==> src/hdl/edf_pkg.sv <==
// shared types, constants and helpers for the edf task scheduler
package edf_pkg;

    localparam int TASKS_DEF     = 8;
    localparam int TIME_BITS_DEF = 32;

    localparam int WORK_W    = 16;
    localparam int IN_IDX_W  = 3;
    localparam int OUT_IDX_W = 3;
    localparam int TICK_W    = 32;

    localparam int S_TDATA_W = 56;
    localparam int M_TDATA_W = 40;

    localparam int CFG_W = 3 * WORK_W;

    typedef enum logic [1:0] {
        ST_IDLE,
        ST_SCAN,
        ST_DONE
    } seq_state_t;

    typedef enum logic [1:0] {
        CH_NONE,
        CH_IDLE,
        CH_TASK
    } choice_t;

    typedef struct packed {
        logic ready;
        logic rd_en;
        logic proc_vld;
        logic publish;
    } seq_ctrl_t;

    function automatic int idx_width(input int n);
        return (n > 1) ? $clog2(n) : 1;
    endfunction

    function automatic int dyn_width(input int time_bits);
        return 2 * WORK_W + time_bits;
    endfunction

endpackage

==> src/hdl/edf_ram.sv <==
// generic single write port ram with registered read
module edf_ram #(
    parameter int WIDTH  = 16,
    parameter int DEPTH  = 8,
    parameter int ADDR_W = 3
) (
    input  logic              aclk,
    input  logic              we,
    input  logic [ADDR_W-1:0] waddr,
    input  logic [WIDTH-1:0]  wdata,
    input  logic              re,
    input  logic [ADDR_W-1:0] raddr,
    output logic [WIDTH-1:0]  rdata
);

    logic [WIDTH-1:0] mem [DEPTH];
    logic [WIDTH-1:0] rdata_reg;

    always_ff @(posedge aclk) begin
        if (we) begin
            mem[waddr] <= wdata;
        end
        if (re) begin
            rdata_reg <= mem[raddr];
        end
    end

    assign rdata = rdata_reg;

endmodule

==> src/hdl/edf_pe.sv <==
// shared release update and wrap-aware deadline compare unit
module edf_pe #(
    parameter int TIME_BITS = 32
) (
    input  logic [edf_pkg::CFG_W-1:0]                    cfg_word,
    input  logic                                         cfg_vld,
    input  logic [edf_pkg::dyn_width(TIME_BITS)-1:0]     dyn_word,
    input  logic                                         dyn_vld,
    input  logic [TIME_BITS-1:0]                         now,
    input  logic                                         best_found,
    input  logic [TIME_BITS-1:0]                         best_ad,
    output logic [edf_pkg::dyn_width(TIME_BITS)-1:0]     dyn_new,
    output logic                                         take
);
    import edf_pkg::*;

    logic [WORK_W-1:0]    cap;
    logic [WORK_W-1:0]    rel;
    logic [WORK_W-1:0]    period;
    logic [WORK_W-1:0]    rw;
    logic [WORK_W-1:0]    cd;
    logic [TIME_BITS-1:0] ad;
    logic [WORK_W-1:0]    rw_n;
    logic [WORK_W-1:0]    cd_n;
    logic [TIME_BITS-1:0] ad_n;
    logic [TIME_BITS-1:0] diff;

    always_comb begin
        cap    = cfg_vld ? cfg_word[WORK_W-1:0]          : '0;
        rel    = cfg_vld ? cfg_word[2*WORK_W-1:WORK_W]   : '0;
        period = cfg_vld ? cfg_word[3*WORK_W-1:2*WORK_W] : '0;
        rw     = dyn_vld ? dyn_word[WORK_W-1:0]          : '0;
        cd     = dyn_vld ? dyn_word[2*WORK_W-1:WORK_W]   : '0;
        ad     = dyn_vld ? dyn_word[2*WORK_W+TIME_BITS-1:2*WORK_W] : '0;

        rw_n = rw;
        cd_n = cd;
        ad_n = ad;
        if (period != '0) begin
            if (cd == '0) begin
                rw_n = cap;
                ad_n = now + TIME_BITS'(rel);
                cd_n = period - WORK_W'(1);
            end else begin
                cd_n = cd - WORK_W'(1);
            end
        end

        // earlier when the wrapped difference is negative
        diff    = ad_n - best_ad;
        take    = (rw_n != '0) && (!best_found || diff[TIME_BITS-1]);
        dyn_new = {ad_n, cd_n, rw_n};
    end

endmodule

==> src/hdl/edf_seq.sv <==
// sequencer that walks the task entries once per tick
module edf_seq #(
    parameter int TASKS = 8
) (
    input  logic                                  aclk,
    input  logic                                  aresetn,
    input  logic                                  tick_start,
    input  logic                                  out_free,
    output edf_pkg::seq_ctrl_t                    ctrl,
    output logic [edf_pkg::idx_width(TASKS)-1:0]  rd_addr,
    output logic [edf_pkg::idx_width(TASKS)-1:0]  proc_idx
);
    import edf_pkg::*;

    localparam int IDX_W = idx_width(TASKS);
    localparam int CNT_W = $clog2(TASKS + 1);

    seq_state_t       state_reg, state_next;
    logic [CNT_W-1:0] rd_cnt_reg, rd_cnt_next;
    logic             pipe_vld_reg, pipe_vld_next;
    logic [IDX_W-1:0] proc_idx_reg, proc_idx_next;
    logic             scan_end;

    assign scan_end = (rd_cnt_reg == CNT_W'(TASKS));
    assign rd_addr  = rd_cnt_reg[IDX_W-1:0];
    assign proc_idx = proc_idx_reg;

    always_comb begin
        state_next = state_reg;
        case (state_reg)
            ST_IDLE: begin
                if (tick_start) begin
                    state_next = ST_SCAN;
                end
            end
            ST_SCAN: begin
                if (scan_end) begin
                    state_next = ST_DONE;
                end
            end
            ST_DONE: begin
                if (out_free) begin
                    state_next = ST_IDLE;
                end
            end
            default: state_next = ST_IDLE;
        endcase
    end

    always_comb begin
        ctrl          = '0;
        ctrl.proc_vld = pipe_vld_reg;
        case (state_reg)
            ST_IDLE: ctrl.ready   = 1'b1;
            ST_SCAN: ctrl.rd_en   = !scan_end;
            ST_DONE: ctrl.publish = out_free;
            default: ctrl         = '0;
        endcase
    end

    always_comb begin
        rd_cnt_next   = rd_cnt_reg;
        if (state_reg == ST_IDLE) begin
            rd_cnt_next = '0;
        end else if (ctrl.rd_en) begin
            rd_cnt_next = rd_cnt_reg + CNT_W'(1);
        end
        pipe_vld_next = ctrl.rd_en;
        proc_idx_next = ctrl.rd_en ? rd_addr : proc_idx_reg;
    end

    always_ff @(posedge aclk) begin
        if (!aresetn) begin
            state_reg    <= ST_IDLE;
            rd_cnt_reg   <= '0;
            pipe_vld_reg <= 1'b0;
        end else begin
            state_reg    <= state_next;
            rd_cnt_reg   <= rd_cnt_next;
            pipe_vld_reg <= pipe_vld_next;
        end
    end

    always_ff @(posedge aclk) begin
        proc_idx_reg <= proc_idx_next;
    end

endmodule

==> src/hdl/edf_task_scheduler.sv <==
// top level of the earliest deadline first task scheduler
//
// A load transfer restarts the schedule. A tick transfer is accepted, then
// the task entries are streamed out of the configuration and job memories
// one entry a cycle through the single release and deadline compare unit,
// and finally the chosen task's work is written back and the result is
// presented; the block is not ready during that time and a stalled result
// holds it longer.
// Memory contents after reset are masked by per-entry valid bits, so no
// clearing pass is needed.
module edf_task_scheduler #(
    parameter int TASKS     = edf_pkg::TASKS_DEF,
    parameter int TIME_BITS = edf_pkg::TIME_BITS_DEF
) (
    input  logic                            aclk,
    input  logic                            aresetn,
    input  logic                            s_tvalid,
    output logic                            s_tready,
    // task_index, capacity, rel_deadline, period
    input  logic [edf_pkg::S_TDATA_W-1:0]   s_tdata,
    // kind
    input  logic                            s_tuser,
    output logic                            m_tvalid,
    input  logic                            m_tready,
    // running_task, switched, tick_time
    output logic [edf_pkg::M_TDATA_W-1:0]   m_tdata,
    // idle
    output logic                            m_tuser
);
    import edf_pkg::*;

    localparam int IDX_W = idx_width(TASKS);
    localparam int DYN_W = dyn_width(TIME_BITS);

    seq_ctrl_t            ctrl;
    logic [IDX_W-1:0]     rd_addr;
    logic [IDX_W-1:0]     proc_idx;
    logic                 tick_start;
    logic                 load_acc;
    logic                 out_free;
    logic [6:0]           load_idx;
    logic                 load_ok;

    logic [CFG_W-1:0]     cfg_rdata;
    logic [DYN_W-1:0]     dyn_rdata;
    logic [DYN_W-1:0]     dyn_new;
    logic                 take;
    logic                 dyn_we;
    logic [IDX_W-1:0]     dyn_waddr;
    logic [DYN_W-1:0]     dyn_wdata;

    logic [TASKS-1:0]     cfg_vld_reg;
    logic [TASKS-1:0]     dyn_vld_reg;
    logic [TIME_BITS-1:0] time_reg;
    choice_t              prev_kind_reg;
    logic [IDX_W-1:0]     prev_task_reg;
    logic                 found_reg;
    logic [IDX_W-1:0]     best_idx_reg;
    logic [TIME_BITS-1:0] best_ad_reg;
    logic [WORK_W-1:0]    best_rw_reg;
    logic [WORK_W-1:0]    best_cd_reg;
    logic                 m_tvalid_reg;
    logic [M_TDATA_W-1:0] m_tdata_reg;
    logic                 m_tuser_reg;

    choice_t              kind_now;
    logic                 switched;
    logic [63:0]          sel_wide;
    logic [63:0]          time_wide;

    assign out_free   = !m_tvalid_reg || m_tready;
    assign s_tready   = ctrl.ready;
    assign tick_start = s_tvalid && s_tready && !s_tuser;
    assign load_acc   = s_tvalid && s_tready && s_tuser;
    assign load_idx   = 7'(s_tdata[IN_IDX_W-1:0]);
    assign load_ok    = load_acc && (load_idx < 7'(TASKS));

    edf_seq #(
        .TASKS (TASKS)
    ) u_seq (
        .aclk       (aclk),
        .aresetn    (aresetn),
        .tick_start (tick_start),
        .out_free   (out_free),
        .ctrl       (ctrl),
        .rd_addr    (rd_addr),
        .proc_idx   (proc_idx)
    );

    edf_ram #(
        .WIDTH  (CFG_W),
        .DEPTH  (TASKS),
        .ADDR_W (IDX_W)
    ) u_cfg_ram (
        .aclk  (aclk),
        .we    (load_ok),
        .waddr (load_idx[IDX_W-1:0]),
        .wdata (s_tdata[IN_IDX_W+CFG_W-1:IN_IDX_W]),
        .re    (ctrl.rd_en),
        .raddr (rd_addr),
        .rdata (cfg_rdata)
    );

    // scan write-back and final work decrement never share a cycle
    assign dyn_we    = ctrl.proc_vld || (ctrl.publish && found_reg);
    assign dyn_waddr = ctrl.proc_vld ? proc_idx : best_idx_reg;
    assign dyn_wdata = ctrl.proc_vld ? dyn_new
                     : {best_ad_reg, best_cd_reg, best_rw_reg - WORK_W'(1)};

    edf_ram #(
        .WIDTH  (DYN_W),
        .DEPTH  (TASKS),
        .ADDR_W (IDX_W)
    ) u_dyn_ram (
        .aclk  (aclk),
        .we    (dyn_we),
        .waddr (dyn_waddr),
        .wdata (dyn_wdata),
        .re    (ctrl.rd_en),
        .raddr (rd_addr),
        .rdata (dyn_rdata)
    );

    edf_pe #(
        .TIME_BITS (TIME_BITS)
    ) u_pe (
        .cfg_word   (cfg_rdata),
        .cfg_vld    (cfg_vld_reg[proc_idx]),
        .dyn_word   (dyn_rdata),
        .dyn_vld    (dyn_vld_reg[proc_idx]),
        .now        (time_reg),
        .best_found (found_reg),
        .best_ad    (best_ad_reg),
        .dyn_new    (dyn_new),
        .take       (take)
    );

    assign kind_now  = found_reg ? CH_TASK : CH_IDLE;
    assign switched  = (kind_now != prev_kind_reg)
                     || (found_reg && (best_idx_reg != prev_task_reg));
    assign sel_wide  = found_reg ? 64'(best_idx_reg) : 64'd0;
    assign time_wide = 64'(time_reg);

    always_ff @(posedge aclk) begin
        if (!aresetn) begin
            cfg_vld_reg   <= '0;
            dyn_vld_reg   <= '0;
            time_reg      <= '0;
            prev_kind_reg <= CH_NONE;
            prev_task_reg <= '0;
            found_reg     <= 1'b0;
            m_tvalid_reg  <= 1'b0;
        end else begin
            if (load_ok) begin
                cfg_vld_reg[load_idx[IDX_W-1:0]] <= 1'b1;
                dyn_vld_reg   <= '0;
                time_reg      <= '0;
                prev_kind_reg <= CH_NONE;
                prev_task_reg <= '0;
            end
            if (ctrl.proc_vld) begin
                dyn_vld_reg[proc_idx] <= 1'b1;
            end
            if (tick_start) begin
                found_reg <= 1'b0;
            end else if (ctrl.proc_vld && take) begin
                found_reg <= 1'b1;
            end
            if (ctrl.publish) begin
                time_reg      <= time_reg + TIME_BITS'(1);
                prev_kind_reg <= kind_now;
                prev_task_reg <= found_reg ? best_idx_reg : '0;
                m_tvalid_reg  <= 1'b1;
            end else if (m_tready) begin
                m_tvalid_reg  <= 1'b0;
            end
        end
    end

    always_ff @(posedge aclk) begin
        if (ctrl.proc_vld && take) begin
            best_idx_reg <= proc_idx;
            best_rw_reg  <= dyn_new[WORK_W-1:0];
            best_cd_reg  <= dyn_new[2*WORK_W-1:WORK_W];
            best_ad_reg  <= dyn_new[DYN_W-1:2*WORK_W];
        end
        if (ctrl.publish) begin
            m_tdata_reg <= {4'd0, time_wide[TICK_W-1:0], switched, sel_wide[OUT_IDX_W-1:0]};
            m_tuser_reg <= !found_reg;
        end
    end

    assign m_tvalid = m_tvalid_reg;
    assign m_tdata  = m_tdata_reg;
    assign m_tuser  = m_tuser_reg;

    a_no_scan_when_ready : assert property (
        @(posedge aclk) disable iff (!aresetn)
        ctrl.proc_vld |-> !ctrl.ready
    ) else $error("task entry processed while accepting transfers");

    a_no_write_clash : assert property (
        @(posedge aclk) disable iff (!aresetn)
        !(ctrl.proc_vld && ctrl.publish)
    ) else $error("scan write-back and work decrement in the same cycle");

    a_time_advance : assert property (
        @(posedge aclk) disable iff (!aresetn)
        ctrl.publish |=> (time_reg == $past(time_reg) + TIME_BITS'(1))
    ) else $error("tick time did not advance after a result");

    a_load_restart : assert property (
        @(posedge aclk) disable iff (!aresetn)
        load_ok |=> (time_reg == '0) && (prev_kind_reg == CH_NONE) && (dyn_vld_reg == '0)
    ) else $error("schedule not restarted after a load");

    a_publish_output_free : assert property (
        @(posedge aclk) disable iff (!aresetn)
        (m_tvalid_reg && !m_tready) |-> !ctrl.publish
    ) else $error("result overwritten while still waiting");

endmodule
==> config.mk <==
export PLATFORM = sky130hd
export DESIGN_NAME = edf_task_scheduler
export DESIGN_NICKNAME = d
export VERILOG_FILES = /design/src/hdl/edf_pkg.sv /design/src/hdl/edf_ram.sv /design/src/hdl/edf_pe.sv /design/src/hdl/edf_seq.sv /design/src/hdl/edf_task_scheduler.sv
export SDC_FILE = /design/constraint.sdc
export NUM_CORES = 1
export LEC_CHECK = 0
export BUFFER_PORTS_ARGS = -buffer_cell sky130_fd_sc_hd__buf_2
export CAP_MARGIN = 10
export CORE_UTILIZATION = 35
export DETAILED_ROUTE_END_ITERATION = 10
export PLACE_DENSITY_LB_ADDON = 0.2
export SYNTH_ARGS = -nofsm -noshare
export SYNTH_HDL_FRONTEND = slang
export SYNTH_SLANG_ARGS = --single-unit
==> constraint.sdc <==
create_clock -name aclk -period 11.3 [get_ports aclk]
set_input_delay 0.565 -clock aclk [delete_from_list [all_inputs] [get_ports aclk]]
set_output_delay 0.565 -clock aclk [all_outputs]
set_load 0.01 [all_outputs]
==> results.py, run 1 <==
metrics = {
    "outcome": {
        "outcome": "complete, no violations",
    },
    "final_layout": {
        "nets": 3108,
        "largest_reg_flops": 512,
        "layout-drive-gt1-share_pct": 19.6,
        "fin_area_sq_um": 54300,
        "areaGrowthSynthToFinish_pct": 14.1,
    },
    "worst_setup_path": {
        "reg2reg_from": "u_seq.proc_idx[1]",
        "arrival_ps": 9080,
        "start_kind": "flip-flop",
        "end_kind": "flip-flop",
        "worstPathRequired_ps": 11660,
        "crit_start": "u_seq.proc_idx[1]",
        "worstPathMaxFanout": 41,
        "path_class": "reg2reg",
        "reg2reg_depth": 24,
    },
    "synth": {
        "postSynthAreaPerCell_sq_um": 16.6,
        "async_flop_share_pct": 0,
        "synth_ff_type": "edfxtp_1",
        "ys_warn_count": 0,
        "ys_seq_area_share_pct": 72.9,
        "synth_edf_count": 1115,
        "synth_seq_cells": 1177,
        "yosys.area_share.simple_pct": 7.74,
        "synth_top_family_by_area": "multiplexers",
        "syn_inst": 2864,
        "synthMuxAreaShare_pct": 11.7,
        "synth-xor-area-share_pct": 0.919,
        "syn_area_sq_um": 47600,
        "yosysMostFrequentCell": "edfxtp_1",
        "yosys-top-cells-area": "edfxtp_1 70%, mux4_2 11%, nand2_1 4.1%",
        "synth_area_leader_cell": "edfxtp_1",
        "synth_compound_area_share_pct": 3.84,
        "netlist.area_leader.share_pct": 70.3,
        "ys_types": 67,
        "synth_commonest_cells": "1115 x edfxtp_1, 525 x nand2_1, 228 x mux4_2, 86 x clkbuf_1, 83 x o21ai_0",
        "synth-adder-area-share_pct": 1.38,
    },
    "die": {
        "io_pins": 104,
        "dieArea_sq_um": 138000,
        "coreArea_sq_um": 134000,
        "initial_core_util_pct": 35.5,
        "rows": 134,
        "die_h_um": 371,
        "fp.dieW_um": 371,
    },
    "route": {
        "firstDrtPassIters": 7,
        "via_count": 25223,
        "drt_iter0_markers": 1728,
        "ant_nets": 0,
        "drcViolationCount": 0,
        "drt-total-wl_mm": 113,
        "routedWlPerCell_um": 23.3,
        "post_drt_via_cell_ratio": 5.19,
    },
    "sta": {
        "post-route-period-util_pct": 77.2,
        "slew_headroom_pct": 25.1,
        "fmax_mhz": 115,
        "setup_viol": 0,
        "maxSlewViolCount": 0,
        "fin_crit_ps": 8730,
        "worstMarginPinSlew_ps": 1120,
        "hold_violations": 0,
        "fin_skew_ps": 24.5,
        "setup-tns-final_ps": 0,
        "grt_setup_unrepaired": "no",
    },
    "clocking": {
        "post_cts_buffers": 0,
        "clock_sinks": 1177,
        "cts_resized": 0,
        "holdBufCountCts": 0,
        "path_clk_slew_ps": 60,
        "cts_made_buffers": 116,
        "cts.path.max_buffers": 3,
        "clockRootBuffer": "clkbuf_16",
        "h-tree-depth": 3,
        "cts_tree": "built",
        "clkLatencyLatePin_ps": 740,
    },
    "power_and_ir_drop": {
        "p_leak_nw": 17.8,
        "powerDensity_nw_per_um2": 166,
        "ir_worst_vdd_uv": 141,
    },
    "grt": {
        "antenna_found_initial": 7,
        "grt_pass1_vias": 26581,
        "grt-ovfl-total": 0,
        "grt_usage_pct": 16.6,
        "grt_pass1_wl_mm": 171,
        "grt_max_degree": 137,
    },
    "min_path": {
        "whs_path_depth": 1,
        "hp-class": "in2reg",
        "hp-start": "s_tdata[9]",
    },
    "flow_run": {
        "maxCapViolCount": 0,
    },
    "place": {
        "place_area_sq_um": 50400,
        "dpl.hpwl_mm": 65.1,
        "port-buffer-count": 94,
        "gp_congestion": 0.791,
    },
}
## per-stage QoR
step	setup slack (ps)	cells	power, mW	hold slack [ps]	util [%]
final	2570	4861	9.01	99.0	40.5
after global routing	1740	4860	9.29	62.4	40.5
after CTS	2560	4859	9.11	30.1	40.5
after detailed placement	2590	4645	5.10	453	37.5
after global placement	2710	4645	5.10	442	37.5
after floorplan	2380	2867	5.02	406	-
## per-layer routing
metal  GRT usage [%]  share of wire [%]  vias up  routed length [um]
li1                -                  -    11364                   -
met1            22.1                 45    13272               50400
met2            28.5                 50      440               56800
met3            2.34                3.2      143                3620
met4            4.08                1.9        4                2130
met5               0              0.023        -                  26
## report_power, final
part	switching [mW]	total, mW	leakage (nW)	internal, mW
clock network	1.65	4.00	1.91	2.36
logic	0.133	0.188	5.27	0.0552
registers	0.0201	4.82	10.6	4.80
total	1.80	9.01	17.8	7.21
## layout make-up
type                            count  area (sq um)
Fill cell                       12072         80000
Sequential cell                  1177         34700
Multi-Input combinational cell   1502         12300
Clock buffer                      146          3070
Tap cell                         1768          2210
Clock inverter                     68           897
Timing Repair Buffer              147           893
Inverter                           51           194
Antenna cell                        2          5.00
## worst max-delay path, stage by stage, from the launching register on
cell	delay, ps
edfxtp_1	640
mux4_2	580
mux2_2	520
and2_1	280
ha_1	380
and4_1	240
nand3_1	90
nor3_1	310
nor3_1	100
a21o_1	220
a211oi_1	890
nand4_1	220
xor2_1	220
o21ai_0	140
ha_1	330
nand4_1	90
nor2_1	160
nand3_1	130
nor4_1	410
inv_1	90
nor4_1	370
a211oi_1	150
nor4_1	300
o31a_2	740
buf_4	680
## cell usage in the layout, fill, tap and decap left out, types with 9 or more instances in the layout
cell and n:
edfxtp_1 1115, nand2_1 524, mux4_2 228, clkbuf_16 117, buf_2 94, o21ai_0 83, nand3_1 67, nor2_1 66
a21oi_1 59, dfxtp_1 59, ha_1 51, buf_4 51, inv_1 49, and2_1 39, mux2_2 26, xnor2_1 26
clkbuf_1 26, nor3_1 24, xor2_1 24, o21a_1 22, and3_1 21, clkinv_1 20, bufinv_16 19, nand4_1 18
a21boi_0 17, nor2b_1 16, clkinv_2 16, nor4_1 15, a21o_1 12, nor2_4 12, or3_1 11, o211ai_1 11
mux2i_1 11, nand2b_1 10, a31oi_1 10, a22oi_1 9
## final timing paths
path                                             to  slack [ps]
worst max-delay path                best_cd_reg[15]        2570
worst min-delay path            u_cfg_ram.mem[6][6]         100
worst max register to register      best_cd_reg[15]        2570
worst min register to register       cfg_vld_reg[4]         470
## kinds of logic after synthesis
| family | count (synthesis) |
|---|---|
| adder cells (fa/ha/maj) | 52 |
| AND/OR/NAND/NOR | 846 |
| buffers and inverters | 188 |
| other | 1 |
| AO/OA/AOI/OAI | 284 |
| XOR/XNOR | 50 |
| flip-flops | 1177 |
| multiplexers | 266 |
Power figures use the tool's default switching activity.
==> inputs of run 2 (changes only) <==
==> constraint.sdc (replaced) <==
create_clock -name aclk -period 7.15 [get_ports aclk]
set_input_delay 0.3575 -clock aclk [delete_from_list [all_inputs] [get_ports aclk]]
set_output_delay 0.3575 -clock aclk [all_outputs]
set_load 0.01 [all_outputs]
==> run 2 against run 1 <==
Global-route usage about the same. Largest power group unchanged. Via count increased by 1.3%. Highest routed layer is now met4. Fmax increased by 30%. Design area increased by 0.96%. Largest cell class unchanged. Non-clock buffer count increased by 60.
==> results.py, run 2 (same netlist as run 1, synthesis figures left out) <==
metrics = {
    "die": {
        "io_pins": 104,
        "dieArea_sq_um": 138000,
        "fp.dieW_um": 371,
        "die_h_um": 371,
        "coreArea_sq_um": 134000,
        "rows": 134,
        "initial_core_util_pct": 35.5,
    },
    "final_layout": {
        "largest_reg_flops": 512,
        "nets": 3171,
        "fin_area_sq_um": 54900,
        "num-fill-cells": 12015,
        "postLayoutCoreUtil_pct": 40.9,
        "areaGrowthSynthToFinish_pct": 15.2,
        "final_cell_mix": "1115 x edfxtp_1, 524 x nand2_1, 228 x mux4_2",
        "layout_commonest_cell": "edfxtp_1",
        "layout-drive-gt1-share_pct": 19.6,
        "n_antenna_cell": 0,
    },
    "place": {
        "dpl.hpwl_mm": 65.3,
        "port-buffer-count": 94,
        "gp_congestion": 0.862,
        "place_ws_ps": 8.33,
        "place_area_sq_um": 50500,
    },
    "route": {
        "post_drt_via_cell_ratio": 5.19,
        "drcViolationCount": 0,
        "via_count": 25560,
        "drt_iter0_markers": 1899,
        "routedWlPerCell_um": 23.0,
        "ant_nets": 0,
        "drt-total-wl_mm": 113,
        "firstDrtPassIters": 5,
    },
    "power_and_ir_drop": {
        "ir_worst_vdd_uv": 243,
        "p_sw_share_pct": 20.3,
        "power.total_mw": 13.9,
        "switchingPower_mw": 2.83,
        "p_leak_nw": 18.1,
        "combPwrFrac_pct": 2.3,
        "p_int_mw": 11.1,
        "powerDensity_nw_per_um2": 254,
        "seqPwrFrac_pct": 54.8,
        "power.share.clock_pct": 42.9,
    },
    "grt": {
        "busiest_layer": "met2",
        "grt_util_met3_pct": 2.73,
        "use_met1_pct": 21.8,
        "grt_usage_pct": 16.6,
        "antenna_found_initial": 1,
        "grtUsageMet2_pct": 28.5,
        "grt_pass1_wl_mm": 171,
        "grt-ovfl-total": 0,
        "grt_max_degree": 122,
        "grt_pass1_vias": 26827,
    },
    "clocking": {
        "path_clk_slew_ps": 60,
        "cts.path.max_buffers": 3,
        "cts_made_buffers": 119,
        "clockRootBuffer": "clkbuf_16",
        "clkLatencyLatePin_ps": 720,
        "h-tree-depth": 3,
        "cts_tree": "built",
        "clock_sinks": 1177,
    },
    "sta": {
        "fin_crit_ps": 6740,
        "fmax_mhz": 148,
        "hold_slack_ps": 84.4,
        "slew_headroom_pct": 24.4,
        "fin_skew_ps": 32.5,
        "worst_slack_ps": 411,
        "worstMarginPinSlew_ps": 1130,
        "post-route-period-util_pct": 94.3,
        "hold_violations": 0,
        "maxSlewViolCount": 0,
        "setup_viol": 0,
    },
    "worst_setup_path": {
        "arrival_ps": 7220,
        "worstPathRequired_ps": 7630,
        "start_kind": "flip-flop",
        "path_class": "reg2reg",
        "end_kind": "flip-flop",
        "worstPathMaxFanout": 17,
    },
    "flow_run": {
        "maxCapViolCount": 0,
    },
    "min_path": {
        "hp-class": "in2reg",
    },
    "outcome": {
        "outcome": "complete, no violations",
    },
}
[run 2: cell types whose count changed in the layout (fill, tap and decap cells not counted), sizes merged]
cell,before,now
clkinv,39,60
clkinvlp,6,1
clkbuf,146,152
diode,2,0
buf,147,156
inv,55,53
bufinv,19,7
dlygate4sd3,0,51
[run 2: cell type report]
type | count | area [sq um] | share of cell area [%]
multi-input cells | 1502 | 12400 | 22.6
well taps | 1768 | 2210 | 4.03
inverters | 51 | 194 | 0.353
repair buffers | 207 | 1610 | 2.93
flip-flops and latches | 1177 | 34700 | 63.3
clock buffers | 152 | 3190 | 5.82
clock inverters | 70 | 532 | 0.969
[run 2: routing by layer]
metal,up-vias,routed length [um]
met5,-,0
met4,0,2690
met3,166,4790
met2,564,56400
met1,13353,49300
li1,11477,-
[run 2: path summary, 6_finish.rpt]
kind | from | end | slack (ps) | depth (start not counted)
worst max-delay path | u_seq.proc_idx[1] | best_cd_reg[12] | 410 | 27
worst min-delay path | s_tvalid | found_reg | 80 | 3
worst max register to register | u_seq.proc_idx[1] | best_cd_reg[12] | 410 | 27
worst min register to register | cfg_vld_reg[0] | cfg_vld_reg[0] | 470 | 1
[run 2: power groups by stage]
stage / clock (mW) / combinational, mW / sequential, mW
after floorplan: 0 / 0.173 / 7.76
after global placement: 0 / 0.294 / 7.76
after detailed placement: 0 / 0.304 / 7.77
after CTS: 6.13 / 0.329 / 7.62
after global routing: 6.38 / 0.355 / 7.62
final: 5.97 / 0.324 / 7.62
[run 2: metrics by stage]
step                      instances  TNS (ps)
after floorplan                2867         0
after global placement         4650         0
after detailed placement       4650         0
after CTS                      4923         0
after global routing           4927      -516
final                          4927         0
[run 2: worst max-delay path, cell delays in order, from the launching register on]
cell,delay [ps]
edfxtp_1,420
mux4_2,530
mux2_4,360
and2_1,190
ha_1,230
fa_1,450
a21o_1,210
a21oi_2,230
nor3_2,90
nor3_1,180
a21o_1,190
a211oi_1,90
buf_4,180
nand4_1,100
xor2_1,200
o21ai_0,150
ha_1,360
nand4_1,100
nor2_1,150
nand3_1,160
nor4_4,360
inv_1,110
nor4_2,320
a211oi_1,150
o31a_1,330
o31a_4,300
buf_12,160
buf_12,160
[run 2: timing repair]
item,4_1_cts,5_1_grt
endpoints found under the hold margin,388,0
gates resized for setup,0,9
pin swaps,1,1
hold buffers,51,0
buffers inserted,0,4
endpoints found under the setup margin,22,67
